$ cat src/hdl/epc_pkg.sv
// package: shared constants, codes and state type for the encoder period tachometer
`default_nettype none
package epc_pkg;

  localparam int unsigned DEPTH_DEF = 8;
  localparam logic [15:0] PPR_RESET = 16'd20;
  localparam logic [63:0] US_RPM_Q4 = 64'd960000000;

  localparam logic OP_EDGE  = 1'b0;
  localparam logic OP_QUERY = 1'b1;

  typedef enum logic [2:0] {
    ST_IDLE,
    ST_EDGE,
    ST_QMUL,
    ST_QCHK,
    ST_QDIV,
    ST_QOUT
  } epc_state_t;

endpackage
`default_nettype wire

$ cat src/hdl/epc_ram.sv
// generic single-port-write ram with registered read
`default_nettype none
module epc_ram #(
  parameter int unsigned WIDTH = 32,
  parameter int unsigned DEPTH = 8,
  parameter int unsigned AW    = (DEPTH > 1) ? $clog2(DEPTH) : 1
) (
  input  wire logic             clk,
  input  wire logic             wr_en,
  input  wire logic [AW-1:0]    wr_addr,
  input  wire logic [WIDTH-1:0] wr_data,
  input  wire logic [AW-1:0]    rd_addr,
  output logic      [WIDTH-1:0] rd_data
);

  logic [WIDTH-1:0] mem [DEPTH];

  always_ff @(posedge clk) begin
    if (wr_en) begin
      mem[wr_addr] <= wr_data;
    end
    rd_data <= mem[rd_addr];
  end

endmodule
`default_nettype wire

$ cat src/hdl/epc_div.sv
// iterative restoring divider, one quotient bit per cycle
`default_nettype none
module epc_div #(
  parameter int unsigned NUM_W = 33,
  parameter int unsigned DEN_W = 54
) (
  input  wire logic             clk,
  input  wire logic             rst,
  input  wire logic             start,
  input  wire logic [NUM_W-1:0] num,
  input  wire logic [DEN_W-1:0] den,
  output logic                  done,
  output logic      [NUM_W-1:0] quo
);

  localparam int unsigned REM_W = DEN_W + 1;
  localparam int unsigned CNT_W = $clog2(NUM_W + 1);

  logic [REM_W-1:0] rem;
  logic [NUM_W-1:0] nq;
  logic [DEN_W-1:0] dreg;
  logic [CNT_W-1:0] cnt;
  logic             busy;
  logic [REM_W-1:0] shifted;
  logic             ge;

  assign shifted = {rem[REM_W-2:0], nq[NUM_W-1]};
  assign ge      = shifted >= REM_W'(dreg);
  assign quo     = nq;

  always_ff @(posedge clk) begin
    if (rst) begin
      busy <= 1'b0;
      done <= 1'b0;
      cnt  <= '0;
    end else begin
      done <= 1'b0;
      if (start) begin
        busy <= 1'b1;
        cnt  <= CNT_W'(NUM_W);
      end else if (busy) begin
        cnt <= cnt - 1'b1;
        if (cnt == CNT_W'(1)) begin
          busy <= 1'b0;
          done <= 1'b1;
        end
      end
    end
  end

  always_ff @(posedge clk) begin
    if (start) begin
      rem  <= '0;
      nq   <= num;
      dreg <= den;
    end else if (busy) begin
      rem <= ge ? (shifted - REM_W'(dreg)) : shifted;
      nq  <= {nq[NUM_W-2:0], ge};
    end
  end

endmodule
`default_nettype wire

$ cat src/hdl/encoder_period_tachometer_unit.sv
// top level: encoder period ring, running sum, query sequencer and output register
//
// Input channel (in_valid/in_stall, operation, time_us): an edge item (operation 0)
// stores the period since the previous edge in a ring of DEPTH entries and keeps a
// running sum of the ring; it passes through ST_EDGE and gives no result. A query item
// (operation 1) gives one result on the output channel (out_valid/out_stall,
// speed_rpm_q4) in 1/16 rpm: zero with no data or when stalled, else
// 960e6*DEPTH/(pulses_per_rev*sum) saturated to 32 bits.
// A query that runs the divider goes through the multiply and the check, then the
// divider, which gives one quotient bit per numerator bit (33 at DEPTH 8), then takes
// the quotient and loads the output; the next item is taken once it is back in idle.
// A query that answers without the divider goes from the check straight to the output
// load, and the next item is taken in the same way.
// in_stall is high while an item is being worked on. A finished result waits in the
// output register; the next item is taken while it waits, but a further result is
// held back until the receiver lifts out_stall.
// Configuration (cfg_valid/cfg_ready, cfg_data) writes pulses_per_rev; always ready.
// Reset clears the ring (a fill flag makes unwritten entries read as zero), the
// running sum, slot, last edge time and sets pulses_per_rev to 20.
`default_nettype none
module encoder_period_tachometer_unit #(
  parameter int unsigned DEPTH = epc_pkg::DEPTH_DEF
) (
  input  wire logic        clk,
  input  wire logic        rst,
  input  wire logic        in_valid,
  output logic             in_stall,
  input  wire logic        operation,
  input  wire logic [31:0] time_us,
  output logic             out_valid,
  input  wire logic        out_stall,
  output logic      [31:0] speed_rpm_q4,
  input  wire logic        cfg_valid,
  output logic             cfg_ready,
  input  wire logic [15:0] cfg_data
);

  import epc_pkg::*;

  localparam int unsigned AW     = (DEPTH > 1) ? $clog2(DEPTH) : 1;
  localparam int unsigned DW     = $clog2(DEPTH + 1);
  localparam int unsigned SUM_W  = 32 + DW;
  localparam int unsigned PROD_W = 32 + DW;
  localparam int unsigned CMP_W  = SUM_W + 1;
  localparam int unsigned DEN_W  = 16 + SUM_W;
  localparam logic [63:0] NUM_VAL = US_RPM_Q4 * DEPTH;
  localparam int unsigned NUM_W  = $clog2(NUM_VAL + 64'd1);
  localparam int unsigned QX_W   = (NUM_W > 33) ? NUM_W : 33;

  epc_state_t state, state_next;

  logic [15:0]       ppr;
  logic [AW-1:0]     slot;
  logic              full;
  logic [31:0]       last_edge_time;
  logic [SUM_W-1:0]  sum;
  logic [31:0]       period;
  logic [31:0]       elapsed;
  logic [PROD_W-1:0] el_prod;
  logic [DEN_W-1:0]  den;
  logic [31:0]       old_period;
  logic [31:0]       result, result_next;
  logic              div_start;
  logic              div_done;
  logic [NUM_W-1:0]  quo;
  logic [QX_W-1:0]   quo_x;
  logic              in_acc;
  logic              out_load;
  logic              out_free;

  assign cfg_ready = 1'b1;
  assign in_stall  = (state != ST_IDLE);
  assign in_acc    = in_valid && !in_stall;
  assign out_free  = !out_valid || !out_stall;
  assign quo_x     = QX_W'(quo);

  epc_ram #(
    .WIDTH (32),
    .DEPTH (DEPTH),
    .AW    (AW)
  ) u_ring (
    .clk     (clk),
    .wr_en   (state == ST_EDGE),
    .wr_addr (slot),
    .wr_data (period),
    .rd_addr (slot),
    .rd_data (old_period)
  );

  epc_div #(
    .NUM_W (NUM_W),
    .DEN_W (DEN_W)
  ) u_div (
    .clk   (clk),
    .rst   (rst),
    .start (div_start),
    .num   (NUM_W'(NUM_VAL)),
    .den   (den),
    .done  (div_done),
    .quo   (quo)
  );

  always_ff @(posedge clk) begin
    if (rst) begin
      state <= ST_IDLE;
    end else begin
      state <= state_next;
    end
  end

  always_comb begin
    state_next  = state;
    div_start   = 1'b0;
    out_load    = 1'b0;
    result_next = result;
    unique case (state)
      ST_IDLE: begin
        if (in_acc) begin
          state_next = (operation == OP_EDGE) ? ST_EDGE : ST_QMUL;
        end
      end
      ST_EDGE: begin
        state_next = ST_IDLE;
      end
      ST_QMUL: begin
        state_next = ST_QCHK;
      end
      ST_QCHK: begin
        if (sum == '0) begin
          result_next = '0;
          state_next  = ST_QOUT;
        end else if (CMP_W'(el_prod) > CMP_W'({sum, 1'b0})) begin
          result_next = '0;
          state_next  = ST_QOUT;
        end else if (ppr == '0) begin
          result_next = '1;
          state_next  = ST_QOUT;
        end else begin
          div_start  = 1'b1;
          state_next = ST_QDIV;
        end
      end
      ST_QDIV: begin
        if (div_done) begin
          result_next = (|quo_x[QX_W-1:32]) ? '1 : quo_x[31:0];
          state_next  = ST_QOUT;
        end
      end
      ST_QOUT: begin
        if (out_free) begin
          out_load   = 1'b1;
          state_next = ST_IDLE;
        end
      end
      default: state_next = ST_IDLE;
    endcase
  end

  always_ff @(posedge clk) begin
    if (rst) begin
      ppr            <= PPR_RESET;
      slot           <= '0;
      full           <= 1'b0;
      last_edge_time <= '0;
      sum            <= '0;
      out_valid      <= 1'b0;
    end else begin
      if (cfg_valid && cfg_ready) begin
        ppr <= cfg_data;
      end
      if (in_acc && operation == OP_EDGE) begin
        last_edge_time <= time_us;
      end
      if (state == ST_EDGE) begin
        sum <= sum - (full ? SUM_W'(old_period) : '0) + SUM_W'(period);
        if (slot == AW'(DEPTH - 1)) begin
          slot <= '0;
          full <= 1'b1;
        end else begin
          slot <= slot + 1'b1;
        end
      end
      out_valid <= out_load || (out_valid && out_stall);
    end
  end

  always_ff @(posedge clk) begin
    if (in_acc) begin
      period  <= time_us - last_edge_time;
      elapsed <= time_us - last_edge_time;
    end
    if (state == ST_QMUL) begin
      el_prod <= PROD_W'(elapsed) * PROD_W'(DEPTH);
      den     <= DEN_W'(ppr) * DEN_W'(sum);
    end
    result <= result_next;
    if (out_load) begin
      speed_rpm_q4 <= result_next;
    end
  end

  a_edge_two_cycles: assert property (@(posedge clk) disable iff (rst)
    (in_acc && operation == OP_EDGE) |=> (state == ST_EDGE) ##1 (state == ST_IDLE))
    else $error("edge item did not finish in two cycles");

  a_div_to_out: assert property (@(posedge clk) disable iff (rst)
    (state == ST_QDIV && div_done) |=> (state == ST_QOUT))
    else $error("divider result not taken");

  a_ring_full_wrap: assert property (@(posedge clk) disable iff (rst)
    $rose(full) |-> (slot == '0))
    else $error("ring marked full away from slot zero");

  a_out_load: assert property (@(posedge clk) disable iff (rst)
    out_load |=> (out_valid && state == ST_IDLE))
    else $error("result not presented after load");

endmodule
`default_nettype wire
$ cat config.mk
export PLATFORM = sky130hd
export DESIGN_NAME = encoder_period_tachometer_unit
export DESIGN_NICKNAME = d
export VERILOG_FILES = /design/src/hdl/epc_pkg.sv /design/src/hdl/epc_ram.sv /design/src/hdl/epc_div.sv /design/src/hdl/encoder_period_tachometer_unit.sv
export SDC_FILE = /design/constraint.sdc
export NUM_CORES = 2
export LEC_CHECK = 0
export ABC_AREA = 1
export BUFFER_PORTS_ARGS = -buffer_cell sky130_fd_sc_hd__buf_2
export CORE_MARGIN = 3
export CORE_UTILIZATION = 46
export CTS_BUF_LIST = sky130_fd_sc_hd__clkbuf_4 sky130_fd_sc_hd__clkbuf_8 sky130_fd_sc_hd__clkbuf_16
export DETAILED_ROUTE_END_ITERATION = 8
export PLACE_DENSITY = 0.69
export RECOVER_POWER = 25
export SLEW_MARGIN = 20
export SYNTH_ARGS = -nofsm -noshare
export SYNTH_HDL_FRONTEND = slang
export SYNTH_SLANG_ARGS = --single-unit
$ cat constraint.sdc
create_clock -name clk -period 6.61 [get_ports clk]
set_input_delay 0 -clock clk [delete_from_list [all_inputs] [get_ports clk]]
set_output_delay 0 -clock clk [all_outputs]
set_load 0.01 [all_outputs]
==> impl_metrics.ini <==
[setup_path]
startpoint_type = flip-flop
arrival_ns = 6.68
crit_chain = buf_4 -> buf_4 -> nand2_1 -> inv_1 -> fa_1 -> fa_1 -> fa_1 -> fa_1 -> fa_1 -> inv_1 -> fa_1 -> inv_1 -> ha_1 -> nand2_1 -> nand2_1 -> nand3_1 -> nand3_1 -> a21oi_1 -> nor2_1 -> a311oi_1 -> nand3_1 -> nand2_1 -> nand2_1
r2r_setup_slack_ns = 0.33
crit_slowest_cell = fa_1
crit-reg2reg-launch = ppr[15]
rr_endpoint = den[49]
cp-end-kind = flip-flop
cpMostUsedCell = fa_1
worstPathRequired_ns = 7.00
critPathMaxFanout = 22
cpPeakStageDelay_ns = 0.54
criticalPathCategory = flip-flop to flip-flop
ff2ff_path_depth = 23

[worst_hold_path]
hp-start = time_us[22]
holdPathStages = 4
hold_class = input pin to flip-flop
worst_hold_path.endpoint = last_edge_time[22]

[synthesis]
syn_inst = 6535
synth_edf_count = 456
synth_top_area_share_pct = 25.21
synth.avg_cell_area_um2 = 8.313
ys.flop_type = edfxtp_1
ys_ff_latch = 705
yosysWarnings = 0
syn_area_um2 = 54320
synth.largest_area_cell = edfxtp_1
synthArstFlopShare_pct = 0
ys_seq_area_share_pct = 34.38
syn-num-nets = 7378
ys_types = 54
ys_top_cells_by_area = edfxtp_1 (25%), fa_1 (19%), nand2_1 (11%)

[route]
route.met3.wl_um = 12480
routed.top_layer = met4
drc = 0
m1WireLength_um = 64290
routed-via-count = 43989
drt-initial-drc-count = 3802
wirelength_um = 153200
wl_per_cell_um = 18.57
ant_nets = 0
drt-pass1-iter-count = 6
met2WireLength_um = 71220
vias_per_cell = 5.332

[placement]
place_congestion = 0.9563
dpl.hpwl_um = 113900
placed_area_um2 = 57010
dp_cells = 8031
pre_cts_ws_ns = 0.1806
io_buffer_count = 87

[pwr]
ir_worst_vdd_mv = 0.2151
power_switching_mw = 7.526
power.leakage_nw = 29.48
power_frac_clock_pct = 25.1
intPower_mw = 11.20
powerDensity_nw_per_um2 = 309.0
p_sw_share_pct = 40.19
power_mw = 18.73
seqPwrFrac_pct = 32.2
p_comb_share_pct = 42.7

[global_routing]
antenna_found_initial = 3
grt_overflow = 0
grt_use_total_pct = 25.34
grt_pass1_wl_um = 243600
grt_max_degree = 64
grt_pass1_vias = 44815

[final_layout]
layout-drive-gt1-share_pct = 6.096
final_area_um2 = 60590
area_delta_synth_final_pct = 11.54
final_cell_mix = nand2_1 (1,611), inv_1 (1,461), fa_1 (508)
diodes = 0
postLayoutCoreUtil_pct = 51.93
fin_nets = 7505
fill_cells = 10823
layout.cells.non_filler = 8250
layout_commonest_cell = nand2_1

[run]
maxCapViolCount = 0

[timing]
setup_ws_ns = 0.3275
setup_tns_ns = 0
hold_viol_final = 0
clock_skew_ns = 0.05875
clock.fmax_ghz = 0.1592
finalSetupViolations = 0
holdWs_ns = 0.1677
slew_viol_final = 0
tightest_slew_ns = 1.120
fin_crit_sh_pct = 95.05
layout_min_cycle_time_ns = 6.283
maxSlewHeadroom_pct = 24.90

[cts]
post_cts_buffers = 0
cts.clk_slew.worst_paths_ns = 0.07
cts_sinks = 705
htreeDepth = 3
cts-buffers-inserted = 78
cts-root-buf = clkbuf_16
clockBufferDepth = 3
cts_tree = done
worstSkewPairLatency_ns = 0.67

[run_status]
status = completed

[floorplan]
start_util_pct = 46.56
die_area_um2 = 122300
core_um2 = 116700
io_pins = 89
die_h_um = 349.7
die_w_um = 349.7
fp-row-count = 125
==> worst max-delay path by stage <==
stage	from	end	depth (start not counted)
CTS	ppr[12]	den[50]	19
global placement	ppr[9]	den[32]	20
finish	ppr[15]	den[49]	23
floorplan	ppr[9]	den[41]	23
global route	ppr[9]	den[50]	21
detailed placement	ppr[12]	den[50]	19
==> cell families after synthesis <==
| kind of cell | Yosys count | synth area share, % |
|---|---|---|
| fa+ha+maj | 789 | 25.19 |
| compound gates | 802 | 8.734 |
| buf+inv | 1719 | 11.95 |
| other cells | 1 | 0.006903 |
| simple gates | 2402 | 17.84 |
| flops | 705 | 34.38 |
| xor+xnor | 117 | 1.886 |
==> critical path: cells and delay by family, from the launching register on <==
family,cells,cell delay [ns]
AO/OA/AOI/OAI,2,0.66
adder cells (fa/ha/maj),7,3.40
buffers and inverters,5,0.80
flip-flops,1,0.31
AND/OR/NAND/NOR,9,0.82
==> sequential cells by signal (all words and copies together), names as in the netlist, 6 cells and up <==
name,flops
result,32
den,52
u_div.cnt,6
u_div.dreg,52
u_div.rem,52
speed_rpm_q4,32
last_edge_time,32
el_prod,32
u_ring.mem,256
sum,36
u_ring.rd_data,32
ppr,16
u_div.quo,33
elapsed,32
==> layer usage <==
| layer | vias to the layer above | global-route usage (%) |
|---|---|---|
| met2 | 1743 | 41.84 |
| met3 | 343 | 3.772 |
| met5 | - | 0 |
| met1 | 21297 | 34.15 |
| li1 | 20606 | - |
| met4 | 0 | 8.788 |
==> Yosys cell counts (8+ instances only) <==
library cell,instances
edfxtp_1,456
nand3_1,212
o21a_1,10
o21ai_0,217
buf_1,49
inv_1,1465
o22ai_1,31
a221oi_1,36
a22o_1,16
a22oi_1,15
buf_2,12
xor2_1,89
dfxtp_1,249
a21boi_0,9
a21oi_1,308
fa_1,508
nand2_1,1612
xnor2_1,28
nor4_1,15
nand4_1,68
nor3_1,50
o21bai_1,22
nand3b_1,11
clkbuf_1,184
o221ai_1,33
nor2_1,408
a31oi_1,23
o211ai_1,35
or2_2,8
a21o_1,31
ha_1,281
==> power by group through the flow <==
stage | Sequential [mW] | Combinational [mW] | Clock (mW)
global route | 6.09 | 9.10 | 4.96
floorplan | 5.89 | 5.61 | 0
CTS | 6.02 | 7.95 | 4.79
finish | 6.03 | 8.00 | 4.70
detailed placement | 6.11 | 7.86 | 0
global placement | 6.09 | 7.73 | 0
==> layout make-up <==
class / count / area [um2] / area share [%]
well taps: 1524 / 1907 / 3.147
clock inverters: 50 / 723.2 / 1.194
clock buffers: 94 / 2097 / 3.461
flip-flops and latches: 705 / 18680 / 30.83
repair buffers: 296 / 2415 / 3.985
multi-input cells: 4111 / 29250 / 48.27
inverters: 1470 / 5518 / 9.106
==> repair_timing <==
item,CTS,global route
resized for setup,0,4
hold buffers,74,0
endpoints found under the setup margin,0,12
endpoints found under the hold margin,115,0
No activity file was read; power rests on OpenSTA's default activity.
